===== src/rtl/dasg_pkg.sv =====
package dasg_pkg;

  // Request kinds carried by one input transfer.
  typedef enum logic {
    REQ_SET  = 1'b0,
    REQ_TICK = 1'b1
  } req_type_e;

  // Configuration register indexes.
  typedef enum logic [1:0] {
    CFG_DIAL_MAX  = 2'd0,
    CFG_DIAL_MIN  = 2'd1,
    CFG_ANGLE_MAX = 2'd2,
    CFG_ANGLE_MIN = 2'd3
  } cfg_idx_e;

  localparam int unsigned CfgWidth = 8;
  localparam int unsigned PosWidth = 8;
  localparam int unsigned PerWidth = 16;

  // Reset values of the clamp limits.
  localparam logic signed [CfgWidth-1:0] DialMaxRst  = 8'sd100;
  localparam logic signed [CfgWidth-1:0] DialMinRst  = -8'sd100;
  localparam logic signed [CfgWidth-1:0] AngleMaxRst = 8'sd50;
  localparam logic signed [CfgWidth-1:0] AngleMinRst = 8'sd0;

  // One input item.
  typedef struct packed {
    req_type_e                    req_type;
    logic signed [PosWidth-1:0]   dial_goal;
    logic signed [PosWidth-1:0]   angle_goal;
    logic        [PerWidth-1:0]   tick_period;
  } in_t;

  // One result item.
  typedef struct packed {
    logic                         dial_step;
    logic                         dial_dir;
    logic                         angle_step;
    logic                         angle_dir;
    logic signed [PosWidth-1:0]   dial_position;
    logic signed [PosWidth-1:0]   angle_position;
    logic                         busy_res;
  } out_t;

endpackage


===== src/rtl/dasg_outbuf.sv =====
module dasg_outbuf (
  input  logic            clk_i,
  input  logic            rst_ni,
  input  logic            push_i,
  input  dasg_pkg::out_t  push_data_i,
  output logic            full_o,
  output logic            out_valid_o,
  input  logic            out_stall_i,
  output dasg_pkg::out_t  out_data_o
);
  import dasg_pkg::*;

  logic main_vld_q, main_vld_d;
  logic skid_vld_q, skid_vld_d;
  out_t main_q, main_d;
  out_t skid_q, skid_d;
  logic pop;

  assign pop         = main_vld_q && !out_stall_i;
  assign full_o      = skid_vld_q;
  assign out_valid_o = main_vld_q;
  assign out_data_o  = main_q;

  // Main register feeds the output; the skid register catches a transfer
  // that arrives while the main result is still stalled.
  always_comb begin
    main_vld_d = main_vld_q;
    skid_vld_d = skid_vld_q;
    main_d     = main_q;
    skid_d     = skid_q;
    if (pop) begin
      main_vld_d = skid_vld_q;
      main_d     = skid_q;
      skid_vld_d = 1'b0;
    end
    if (push_i) begin
      if (main_vld_q && out_stall_i) begin
        skid_vld_d = 1'b1;
        skid_d     = push_data_i;
      end else begin
        main_vld_d = 1'b1;
        main_d     = push_data_i;
      end
    end
  end

  // Valid flags.
  always_ff @(posedge clk_i or negedge rst_ni) begin
    if (!rst_ni) begin
      main_vld_q <= 1'b0;
      skid_vld_q <= 1'b0;
    end else begin
      main_vld_q <= main_vld_d;
      skid_vld_q <= skid_vld_d;
    end
  end

  // Payload registers.
  always_ff @(posedge clk_i) begin
    main_q <= main_d;
    skid_q <= skid_d;
  end

  // The skid register is only ever occupied behind a waiting main result.
  a_skid_behind_main: assert property (@(posedge clk_i) disable iff (!rst_ni)
    skid_vld_q |-> main_vld_q)
    else $error("skid entry without main entry");

  // A transfer arriving on a stalled main result lands in the skid register.
  a_push_to_skid: assert property (@(posedge clk_i) disable iff (!rst_ni)
    push_i && main_vld_q && out_stall_i |=> skid_vld_q)
    else $error("result lost behind stalled output");

  // Upstream is held off whenever the skid register is occupied.
  a_no_push_when_full: assert property (@(posedge clk_i) disable iff (!rst_ni)
    skid_vld_q |-> !push_i)
    else $error("push into full output buffer");

endmodule


===== src/rtl/dual_axis_step_dir_generator_core.sv =====
// A result is registered in the output buffer's main or, while stalled, skid register.
// Throughput: one item per cycle while in_stall_o is low; the step/position state
// updates in the same cycle the item is accepted, so items may follow back to back.
// A two-entry output buffer takes one more transfer while a result is stalled.
// Reset (rst_ni low, asynchronous) clears positions, counts and the timer,
// sets both directions forward and loads the default clamp limits.
module dual_axis_step_dir_generator_core (
  input  logic                 clk_i,
  input  logic                 rst_ni,
  input  logic                 cfg_we_i,
  input  dasg_pkg::cfg_idx_e   cfg_idx_i,
  input  logic [7:0]           cfg_wdata_i,
  input  logic                 in_valid_i,
  output logic                 in_stall_o,
  input  dasg_pkg::in_t        in_data_i,
  output logic                 out_valid_o,
  input  logic                 out_stall_i,
  output dasg_pkg::out_t       out_data_o
);
  import dasg_pkg::*;

  typedef struct packed {
    logic                       fwd;
    logic [PosWidth-1:0]        left;
  } plan_t;

  logic signed [CfgWidth-1:0] dial_max_q, dial_min_q, angle_max_q, angle_min_q;

  logic signed [PosWidth-1:0] dial_pos_q, dial_pos_d, angle_pos_q, angle_pos_d;
  logic [PosWidth-1:0]        dial_left_q, dial_left_d, angle_left_q, angle_left_d;
  logic                       dial_fwd_q, dial_fwd_d, angle_fwd_q, angle_fwd_d;
  logic [PerWidth-1:0]        period_hold_q, period_hold_d;
  logic [PerWidth-1:0]        divider_q, divider_d;
  logic                       running_q, running_d;

  logic                       accept;
  logic                       dial_step, angle_step;
  logic [PerWidth-1:0]        per_eff, cnt_inc;
  plan_t                      dial_plan, angle_plan;
  out_t                       result;

  // Clamp a goal to [lo, hi] (lo wins when inverted) and plan the move.
  function automatic plan_t plan_axis(logic signed [PosWidth-1:0] goal,
                                      logic signed [PosWidth-1:0] hi,
                                      logic signed [PosWidth-1:0] lo,
                                      logic signed [PosWidth-1:0] pos);
    logic signed [PosWidth-1:0] g;
    logic signed [PosWidth:0]   delta;
    logic        [PosWidth:0]   mag;
    plan_t                      p;
    g = goal;
    if (g > hi) g = hi;
    if (g < lo) g = lo;
    delta = {g[PosWidth-1], g} - {pos[PosWidth-1], pos};
    mag   = delta[PosWidth] ? (~delta + 1'b1) : delta;
    p.fwd  = !delta[PosWidth] && (delta != '0);
    p.left = mag[PosWidth-1:0];
    return p;
  endfunction

  assign accept = in_valid_i && !in_stall_o;

  // Configuration register writes.
  always_ff @(posedge clk_i or negedge rst_ni) begin
    if (!rst_ni) begin
      dial_max_q  <= DialMaxRst;
      dial_min_q  <= DialMinRst;
      angle_max_q <= AngleMaxRst;
      angle_min_q <= AngleMinRst;
    end else if (cfg_we_i) begin
      unique case (cfg_idx_i)
        CFG_DIAL_MAX:  dial_max_q  <= cfg_wdata_i;
        CFG_DIAL_MIN:  dial_min_q  <= cfg_wdata_i;
        CFG_ANGLE_MAX: angle_max_q <= cfg_wdata_i;
        CFG_ANGLE_MIN: angle_min_q <= cfg_wdata_i;
        default: ;
      endcase
    end
  end

  assign dial_plan  = plan_axis(in_data_i.dial_goal, dial_max_q, dial_min_q, dial_pos_q);
  assign angle_plan = plan_axis(in_data_i.angle_goal, angle_max_q, angle_min_q,
                                angle_pos_q);
  assign per_eff    = (period_hold_q == '0) ? PerWidth'(1) : period_hold_q;
  assign cnt_inc    = divider_q + PerWidth'(1);

  // Next state for a set or tick request.
  always_comb begin
    dial_pos_d    = dial_pos_q;
    angle_pos_d   = angle_pos_q;
    dial_left_d   = dial_left_q;
    angle_left_d  = angle_left_q;
    dial_fwd_d    = dial_fwd_q;
    angle_fwd_d   = angle_fwd_q;
    period_hold_d = period_hold_q;
    divider_d     = divider_q;
    running_d     = running_q;
    dial_step     = 1'b0;
    angle_step    = 1'b0;
    if (in_data_i.req_type == REQ_SET) begin
      dial_fwd_d   = dial_plan.fwd;
      dial_left_d  = dial_plan.left;
      angle_fwd_d  = angle_plan.fwd;
      angle_left_d = angle_plan.left;
      if (dial_plan.left != '0 || angle_plan.left != '0) begin
        period_hold_d = (in_data_i.tick_period == '0) ? PerWidth'(1)
                                                      : in_data_i.tick_period;
        divider_d     = '0;
        running_d     = 1'b1;
      end
    end else if (running_q) begin
      divider_d = cnt_inc;
      if (cnt_inc >= per_eff) begin
        divider_d = '0;
        if (dial_left_q != '0) begin
          dial_step   = 1'b1;
          dial_left_d = dial_left_q - 1'b1;
          dial_pos_d  = dial_fwd_q ? dial_pos_q + 8'sd1 : dial_pos_q - 8'sd1;
        end
        if (angle_left_q != '0) begin
          angle_step   = 1'b1;
          angle_left_d = angle_left_q - 1'b1;
          angle_pos_d  = angle_fwd_q ? angle_pos_q + 8'sd1 : angle_pos_q - 8'sd1;
        end
        if (dial_left_d == '0 && angle_left_d == '0) running_d = 1'b0;
      end
    end
  end

  // Result of this item.
  always_comb begin
    result.dial_step      = dial_step;
    result.dial_dir       = dial_fwd_d;
    result.angle_step     = angle_step;
    result.angle_dir      = angle_fwd_d;
    result.dial_position  = dial_pos_d;
    result.angle_position = angle_pos_d;
    result.busy_res       = running_d;
  end

  // Axis and timer state, updated on each accepted transfer.
  always_ff @(posedge clk_i or negedge rst_ni) begin
    if (!rst_ni) begin
      dial_pos_q    <= '0;
      angle_pos_q   <= '0;
      dial_left_q   <= '0;
      angle_left_q  <= '0;
      dial_fwd_q    <= 1'b1;
      angle_fwd_q   <= 1'b1;
      period_hold_q <= '0;
      divider_q     <= '0;
      running_q     <= 1'b0;
    end else if (accept) begin
      dial_pos_q    <= dial_pos_d;
      angle_pos_q   <= angle_pos_d;
      dial_left_q   <= dial_left_d;
      angle_left_q  <= angle_left_d;
      dial_fwd_q    <= dial_fwd_d;
      angle_fwd_q   <= angle_fwd_d;
      period_hold_q <= period_hold_d;
      divider_q     <= divider_d;
      running_q     <= running_d;
    end
  end

  // Result buffering toward the output channel.
  dasg_outbuf u_outbuf (
    .clk_i       (clk_i),
    .rst_ni      (rst_ni),
    .push_i      (accept),
    .push_data_i (result),
    .full_o      (in_stall_o),
    .out_valid_o (out_valid_o),
    .out_stall_i (out_stall_i),
    .out_data_o  (out_data_o)
  );

  // A stopped timer never has steps outstanding.
  a_idle_no_steps: assert property (@(posedge clk_i) disable iff (!rst_ni)
    !running_q |-> (dial_left_q == '0 && angle_left_q == '0))
    else $error("steps left while timer stopped");

  // While running, the divider stays below the held period.
  a_divider_range: assert property (@(posedge clk_i) disable iff (!rst_ni)
    running_q |-> (period_hold_q != '0 && divider_q < period_hold_q))
    else $error("divider out of range");

  // A dial step consumes one count from the dial axis.
  a_step_counts: assert property (@(posedge clk_i) disable iff (!rst_ni)
    accept && dial_step |=> dial_left_q == $past(dial_left_q) - 1'b1)
    else $error("dial step without count decrement");

endmodule

===== config.mk =====
export PLATFORM = sky130hd
export DESIGN_NAME = dual_axis_step_dir_generator_core
export DESIGN_NICKNAME = d
export VERILOG_FILES = /design/src/rtl/dasg_pkg.sv /design/src/rtl/dasg_outbuf.sv /design/src/rtl/dual_axis_step_dir_generator_core.sv
export SDC_FILE = /design/constraint.sdc
export NUM_CORES = 1
export LEC_CHECK = 0
export BUFFER_PORTS_ARGS = -buffer_cell sky130_fd_sc_hd__clkbuf_2
export CAP_MARGIN = 20
export CORE_MARGIN = 5
export CORE_UTILIZATION = 65
export DETAILED_ROUTE_END_ITERATION = 16
export GPL_ROUTABILITY_DRIVEN = 0
export MAX_ROUTING_LAYER = met4
export PLACE_DENSITY = 0.85
export SLEW_MARGIN = 20
export SYNTH_ARGS = -nofsm -noshare
export SYNTH_HDL_FRONTEND = slang
export SYNTH_SLANG_ARGS = --single-unit

===== constraint.sdc =====
create_clock -name clk_i -period 11.8 [get_ports clk_i]
set_input_delay 1.18 -clock clk_i [delete_from_list [all_inputs] [get_ports clk_i]]
set_output_delay 1.18 -clock clk_i [all_outputs]
set_load 0.01 [all_outputs]

# Word-level counts from Yosys, hierarchy flattened
# Cells that the tools add are included.
# Widths: inputs -> output; s select.
dict set report word_totals {
  rom_bits 0
  elab_cells 144
  ff_bits 143
  latchBits 0
  output_inout_bits 23
  n_memories 0
  ramBits 0
}
dict set report op_classes {
  bitwise 3
  order_cmp 5
  mux 60
  n_div 0
  n_shift 0
  add_sub_neg 11
  eq_ne 5
  mul 0
  n_reduce_logical 31
}
# op n
set op_table {}
lappend op_table {{$mux 8} 30}
lappend op_table {{$mux 16} 6}
lappend op_table {{$mux 21} 3}
lappend op_table {{$logic_not 16->1} 2}
lappend op_table {{$reduce_bool 8->1} 4}
lappend op_table {{$mux 1} 21}
lappend op_table {{$reduce_bool 9->1} 2}
lappend op_table {{$sub 8x8->9} 2}
lappend op_table {{$add 16x1->16 const B} 1}
lappend op_table {{$add 8x1->8 const B} 2}
lappend op_table {{$add 8x2->8 const B} 2}
lappend op_table {{$ge 16x16->1} 1}
lappend op_table {{$gt 8x8->1} 2}
lappend op_table {{$logic_not 8->1} 2}
lappend op_table {{$lt 8x8->1} 2}
lappend op_table {{$not 8->8} 2}
lappend op_table {{$sub 8x1->8 const B} 2}
lappend op_table {{$sub 8x2->8 const B} 2}
lappend op_table {{$reduce_and 2->1} 5}
lappend op_table {{$reduce_and 3->1} 3}
lappend op_table {{$logic_and 1x1->1} 6}
lappend op_table {{$eq 2x2->1 const B} 2}
lappend op_table {{$logic_not 1->1} 4}
lappend op_table {{$ne 2x1->1 const B} 2}
lappend op_table {{5 further kinds} 5}

# Depth between registers and ports, before layout
# Gate-level depths: netlist of the first run.
dict set report logic_depth {
  depth_word 14
  depth_mapped 31
}

# Hierarchy
# Synthesis of the first run repeated with hierarchy kept, for this count alone.
dict set report unflattened {
  cells_unflattened 1157
  area_unflattened_um2 10405.0
}
# mod area_per_inst_um2 cells_per_inst instances
set by_module_without_submodules {}
lappend by_module_without_submodules {dual_axis_step_dir_generator_core 8440.6 945 1}
lappend by_module_without_submodules {dasg_outbuf 1964.4 212 1}

# Least setup slack after synthesis of the first run
# OpenSTA, ideal clock, no wires.
dict set report synth_path {
  kind {input -> register}
  startpoint {input in_data_i[31] (netlist name)}
  endpoint {register period_hold_q[10]}
  path_stages 29
  setup_time_ps 127
  path_slack_ps 4033
  n_path_buf 3
  arrival_time_ps 7639
  path_cell_list {ha_1 nand2_1 nor2_1 a211oi_1 and2_1 nor2_1 a211oi_2 mux2_2 ha_1 and3_1 a21o_1 or3_1 o21bai_1 mux2_2 buf_2 mux2_2 ha_1 fa_1 nor2b_1 o31ai_1 xnor2_1 a21oi_1 o31a_1 nor4_1 and4bb_1 a31o_1 buf_4 buf_6 mux2_1}
}
dict set report synth_between {
  elab_chain_cells 11
}
# item line
set synth_rtl {}
lappend synth_rtl {{start: declaration} dual_axis_step_dir_generator_core.sv:15} ;# input dasg_pkg::in_t in_data_i,
lappend synth_rtl {{$gt 8x8->1} dual_axis_step_dir_generator_core.sv:52} ;# if (g > hi) g = hi;
lappend synth_rtl {{$mux 8 *} dual_axis_step_dir_generator_core.sv:52}
lappend synth_rtl {{$lt 8x8->1} dual_axis_step_dir_generator_core.sv:53} ;# if (g < lo) g = lo;
lappend synth_rtl {{$mux 8 *} dual_axis_step_dir_generator_core.sv:53}
lappend synth_rtl {{$sub 8x8->9 *} dual_axis_step_dir_generator_core.sv:54} ;# delta = {g[PosWidth-1], g} - {pos[PosWidth-1], pos};
lappend synth_rtl {{$not 8->8} dual_axis_step_dir_generator_core.sv:55} ;# mag = delta[PosWidth] ? (~delta + 1'b1) : delta;
lappend synth_rtl {{$add 8x1->8} dual_axis_step_dir_generator_core.sv:55}
lappend synth_rtl {{$mux 8 *} dual_axis_step_dir_generator_core.sv:55}
lappend synth_rtl {{$reduce_bool 8->1 *} dual_axis_step_dir_generator_core.sv:105} ;# if (dial_plan.left != '0 || angle_plan.left != '0) begin
lappend synth_rtl {{$logic_or 1x1->1 *} dual_axis_step_dir_generator_core.sv:105}
lappend synth_rtl {{$reduce_and 3->1 (no source line) *} --}
lappend synth_rtl {{end signal: assignment} dual_axis_step_dir_generator_core.sv:160} ;# period_hold_q <= period_hold_d;
lappend synth_rtl {{end: declaration} dual_axis_step_dir_generator_core.sv:32} ;# logic [PerWidth-1:0] period_hold_q, period_hold_d;
# Mark *: on every way between the ends. The rest lies on a longest branch, timed or not.
# A chain may end at the register's enable or synchronous reset.

# Final worst setup path of the first run
# Same ends and word-level chain as after synthesis.

==> run metrics, run 1 <==
VDD IR max 0.220 mV; grt ovf 0; final WL 24300 µm; Slew HR 0.355; CTS tree done; DR vias/cell 6.35; minimum clock period 8.54 ns; non-filler instance count after layout approximately 1400; Core ar. between 15000 and 20000 µm²; Hold-fix buffers, CTS 0; dpl hpwl 17600 µm; pwr dens 312 nW/µm²; HP Class register to register; CTS Buf Count 17; Mapped Cells 1101; Post CTS Setup Buffer Count 0; overall power around 3.5 mW; skew final between 0.02 and 0.025 ns; share of layout cells above drive strength 1 0.163; Max FO, Critical Path 17; Yosys cell types 82; outcome finished, final reports clean; final worst slack 3.26 ns; Setup-failing EPs final 0; Final period util 0.724; routed len/inst between 15 and 20 µm; number of synthesized flops with an enable pin 21; syn nets 1234; CP max stage delay 0.68 ns; Overall Global Routing Usage 0.279; commonest non-fill, non-tap cell in the layout inv_1; die width 135 µm; Buf/Inv on CP 1; Max Cap Violations 0; first-pass GRT wire length about 40000 µm; Synth async-reset ratio 0.706; WS Path Type input port to register; leakage power 5.07 nW; # H-tree levels 4; Initial Utilization 0.665; clock latency on the worst-skew pair 0.44 ns; CTS max path bufs 2; most frequent cells in the layout inv_1, dfrtp_1, nand2_1, ha_1, o21ai_0; DRC 0; largest net degree at the start of global routing 53; RSZ-0062 raised after global routing false; Worst-Margin Slew 0.964 ns; first-pass iteration count of the detailed router 5; required time of the critical path 12.10 ns; die height roughly 130 µm; IO Port Bufs 70; Resized cells post-CTS 0; area delta synth->final 10.5%; Setup crit end kind register; Cell Area, Synth 10100 µm²; Synth Register Bits 143; Place WS 2.92 ns; initial antenna violation count 0; FP Rows 45; Iteration-0 DRC Markers 667; Clock Tree Root clkbuf_16; fmax approximately 0.12 GHz; Final ANT Viol Nets 0; Die Area 18100 µm²; TritonCTS sink count 143; clock slew at reported path FFs 0.06 ns; placed cell count 1329; final setup TNS 0 ns; Main synth FF type dfrtp_1; CP top delay family compound AO/OA/AOI/OAI gates; final hold vios 0; final slew viol count 0; I/O pin total 71; Yosys Warn Count 0; vias in the first global route around 8300; Post-Syn Area per Cell 9.18 µm²; slowest CP cell a31o_1; register area share after synthesis 0.356; Inserted Diodes 0; Vias 8643; Nets 1293; startpoint types input port; arrival time worst endpoint 8.84 ns
[metrics by stage]
stage          hold WS, ns   util  instance area, µm²
6_report             0.477  0.735               11200
5_1_grt              0.501  0.735               11200
4_1_cts              0.479  0.735               11200
3_5_place_dp         0.465  0.697               10600
3_3_place_gp         0.458  0.697               10600
2_1_floorplan        0.445      -               10100
[layout make-up]
type                    count  area, µm²
repair buffers             77        405
well taps                 188        235
flip-flops and latches    143       3590
fillers                  1083       4030
multi-input cells         821       5980
clock inverters            11        105
clock buffers              21        472
inverters                 100        375
[sequential cells by signal (all words and copies together), names as in the netlist, 16 cells and up, named ones only]
name                 count
period_hold_q           16
divider_q               16
u_outbuf.out_data_o     21
u_outbuf.skid_q         21
[layer usage]
metal | vias up | share of wire | track usage
met5 | - | 0 | -
met4 | 0 | 0.024 | 0.0979
met3 | 58 | 0.051 | 0.0492
met2 | 261 | 0.51 | 0.466
met1 | 4196 | 0.41 | 0.342
li1 | 4128 | - | -
[worst register-to-register path: stages (launching register included)]
cell and delay, ns:
dfstp_2 0.53, inv_1 0.05, ha_1 0.30, a21oi_1 0.16, nor2_1 0.05, a211oi_1 0.31, and2_1 0.25, nor2_1 0.07
a211oi_2 0.53, mux2_2 0.42, ha_1 0.30, and3_1 0.22, a21o_1 0.20, or3_1 0.31, o21bai_1 0.14, mux2_2 0.46
mux2_2 0.31, ha_1 0.20, fa_1 0.43, nor2b_1 0.18, o311a_1 0.19, o21a_1 0.41, and3b_1 0.23, o2111ai_1 0.12
nor4_1 0.28, and4bb_1 0.32, a31o_1 0.68, mux2_1 0.41
[power by group]
part,internal (mW),total [mW],switching (mW)
Sequential,0.669,0.815,0.146
Clock,0.310,0.527,0.218
Combinational,0.874,2.14,1.27
Total,1.85,3.49,1.63
[kinds of logic after synthesis]
logic type / Yosys count / synth area share
buffers and inverters: 137 / 0.0529
AO/OA/AOI/OAI: 291 / 0.188
AND/OR/NAND/NOR: 300 / 0.150
XOR/XNOR: 57 / 0.0502
adder cells (fa/ha/maj): 85 / 0.108
multiplexers: 88 / 0.0949
flip-flops: 143 / 0.356
[cells in the mapped netlist, drive strengths merged (5+ instances only)]
library cell,n,share of area
inv,100,0.037
dfrtp,89,0.22
ha,81,0.10
nand2,81,0.030
a21oi,75,0.038
o21ai,75,0.037
nor2,63,0.023
mux2,62,0.069
xnor2,31,0.027
clkbuf,29,0.011
a211oi,27,0.021
mux2i,26,0.026
xor2,26,0.023
nor2b,24,0.015
nor3,23,0.012
dfxtp,21,0.042
edfxtp,21,0.062
nand2b,18,0.011
nand3,17,0.0084
a21o,14,0.010
and3,13,0.0080
dfstp,12,0.031
nor4,12,0.0074
a31oi,11,0.0068
nand4,10,0.0062
a41oi,9,0.0078
buf,8,0.0048
o31ai,8,0.0059
or2,8,0.0050
o21bai,7,0.0052
or3,7,0.0043
a221oi,6,0.0052
o21a,6,0.0045
nand3b,5,0.0037
nor3b,5,0.0042
o211ai,5,0.0042
o22ai,5,0.0031
[path summary, 6_finish.rpt]
path,startpoint,to,slack [ns],cells after the start
max in group asynchronous,rst_ni,period_hold_q[7],9.83,2
worst max-delay path,in_data_i[31],period_hold_q[10],3.26,27
worst max register to register,dial_max_q[5],period_hold_q[10],3.58,27
worst min register to register,dial_pos_q[7],dial_pos_q[7],0.48,1
min in group asynchronous,rst_ni,angle_max_q[2],0.79,1
worst min-delay path,dial_pos_q[7],dial_pos_q[7],0.48,1
No activity file was read; power rests on OpenSTA's default activity.
==> run 2: changes to the inputs <==
--- a/config.mk
+++ b/config.mk
@@ -8,11 +8,11 @@
 export BUFFER_PORTS_ARGS = -buffer_cell sky130_fd_sc_hd__clkbuf_2
 export CAP_MARGIN = 20
 export CORE_MARGIN = 5
-export CORE_UTILIZATION = 65
+export CORE_UTILIZATION = 56
 export DETAILED_ROUTE_END_ITERATION = 16
 export GPL_ROUTABILITY_DRIVEN = 0
 export MAX_ROUTING_LAYER = met4
-export PLACE_DENSITY = 0.85
+export PLACE_DENSITY = 0.78
 export SLEW_MARGIN = 20
 export SYNTH_ARGS = -nofsm -noshare
 export SYNTH_HDL_FRONTEND = slang
==> constraint.sdc (replaced) <==
create_clock -name clk_i -period 7.85 [get_ports clk_i]
set_input_delay 0.785 -clock clk_i [delete_from_list [all_inputs] [get_ports clk_i]]
set_output_delay 0.785 -clock clk_i [all_outputs]
set_load 0.01 [all_outputs]
==> run 2 against run 1 <==
  * Sequential cell count is the same
  * Power grew 50%
  * Critical path depth grew 2
  * Worst hold slack lost 0.16 ns
  * Register-to-register slack lost 3.1 ns
  * Worst setup slack lost 2.8 ns
  * Wire length shrank 0.46%
  * Largest power group unchanged
==> run metrics, run 2 (same netlist as run 1, synthesis figures left out) <==
leakage power 5.13 nW; Vias 8381; area delta synth->final 12.2%; outcome finished, final reports clean; final hold vios 0; vias in the first global route slightly above 8000; fmax 0.135 GHz; final slew viol count 0; Crit path depth 29; Most common cell on crit path mux2_2; Overall Global Routing Usage 0.246; skew final 0.0127 ns; dpl hpwl 17600 µm; share of layout cells above drive strength 1 0.172; overall power 5.22 mW; DRC 0; clock latency on the worst-skew pair 0.44 ns; initial antenna violation count 0; Final period util 0.946; die width 144 µm; VDD IR max 0.209 mV; required time of the critical path 8.16 ns; Setup-failing EPs final 0; Final ANT Viol Nets 0; grt ovf 0; Max FO, Critical Path 17; Initial Utilization 0.566; most frequent cells in the layout inv_1, dfrtp_1, nand2_1, ha_1, o21ai_0; non-filler instance count after layout 1408; Seq pwr share 0.234; Worst-Margin Slew 0.868 ns; TritonCTS sink count between 100 and 150; Hold-fix buffers, CTS 0; CTS Buf Count 17; arrival time worst endpoint 7.74 ns; first-pass iteration count of the detailed router 6; CP top delay family simple AND/OR/NAND/NOR gates; routed len/inst ~17 µm; Die Area approximately 21000 µm²; final WL 24200 µm; I/O pin total around 70; Nets approximately 1300; Sw Ratio 0.468; Slew HR 0.421; Power Internal 2.77 mW; Buf/Inv on CP 3; minimum clock period ~7.4 ns; pwr dens approximately 460 nW/µm²; commonest non-fill, non-tap cell in the layout inv_1; placed cell count 1376; Setup crit end kind register; CTS max path bufs 2; startpoint types input port; CTS tree done; Worst Reg-to-Reg Cells 29; Clock Tree Root clkbuf_16; FF-to-FF setup slack 0.46 ns; # H-tree levels 4; Max Cap Violations 0; Switch Pwr ~2.4 mW; RSZ-0062 raised after global routing false; Inserted Diodes 0; first-pass GRT wire length around 40000 µm; WS Path Type input port to register; slowest CP cell mux2_2; HP Class input port to async pin; IO Port Bufs 70; Core ar. 17800 µm²; CP max stage delay 0.46 ns; DR vias/cell 5.95; Iteration-0 DRC Markers 622; Clk pwr share 0.158; die height around 140 µm; largest net degree at the start of global routing 67; FP Rows 49; clock slew at reported path FFs 0.06 ns; combinational power share 0.608
-- run 2: cell count changes in the layout (fill, tap and decap cells not counted), moves of 2 or more --
cell        delta
a211oi_1       -2
clkinv_8       +8
clkinv_2       -2
inv_8          +3
a211oi_2       +2
buf_4          +5
clkinvlp_4     -3
clkbuf_1       -2
-- run 2: power by group through the flow --
stage | logic (mW) | registers [mW] | clock network [mW]
after detailed placement | 3.12 | 1.23 | 0
after floorplan | 2.43 | 1.19 | 0
after CTS | 3.15 | 1.22 | 0.834
final | 3.17 | 1.22 | 0.823
after global placement | 3.04 | 1.22 | 0
after global routing | 3.54 | 1.26 | 0.872
-- run 2: worst reg2reg max path: cells and delay by family, from the launching register on --
| kind | cells | cell delay, ns |
|---|---|---|
| xor+xnor | 1 | 0.35 |
| compound gates | 9 | 1.63 |
| buf+inv | 3 | 0.38 |
| mux | 4 | 1.46 |
| simple gates | 8 | 1.70 |
| flops | 1 | 0.53 |
| fa+ha+maj | 4 | 1.24 |
-- run 2: routing by layer --
layer,share of wire,GRT usage,up-vias
met4,0.032,0.0943,0
li1,-,-,4127
met5,0,-,-
met1,0.42,0.297,4007
met3,0.039,0.0403,59
met2,0.51,0.416,188
-- run 2: path summary, 6_finish.rpt --
kind,startpoint,end
max,in_data_i[25],period_hold_q[3]
min,rst_ni,dial_max_q[4]
max reg2reg,dial_max_q[5],period_hold_q[3]
min reg2reg,angle_pos_q[7],angle_pos_q[7]
max in group asynchronous,rst_ni,async pin
min in group clk_i,angle_pos_q[7],angle_pos_q[7]
-- run 2: through the flow --
stage	hold slack, ns	setup TNS (ns)	utilization	setup WS [ns]	area, µm²
detailed placement	0.463	-0.148	0.600	-0.0493	10700
finish	0.320	0	0.635	0.426	11300
CTS	0.317	0	0.635	0.296	11300
floorplan	0.445	0	-	0.478	10100
global placement	0.460	0	0.600	0.284	10700
global route	0.346	0	0.635	0.0355	11300
-- run 2: area by class of cell --
cell class                 count  area [µm²]
fill                        1485        6510
multi-input combinational    821        5990
sequential                   143        3590
timing repair buffer          83         463
clock buffer                  17         425
inverter                     100         375
tap                          229         287
clock inverter                15         198
-- run 2: what timing repair did --
action	CTS	global route
buffers inserted	0	0
resized for setup	0	5
endpoints found under the setup margin	0	22
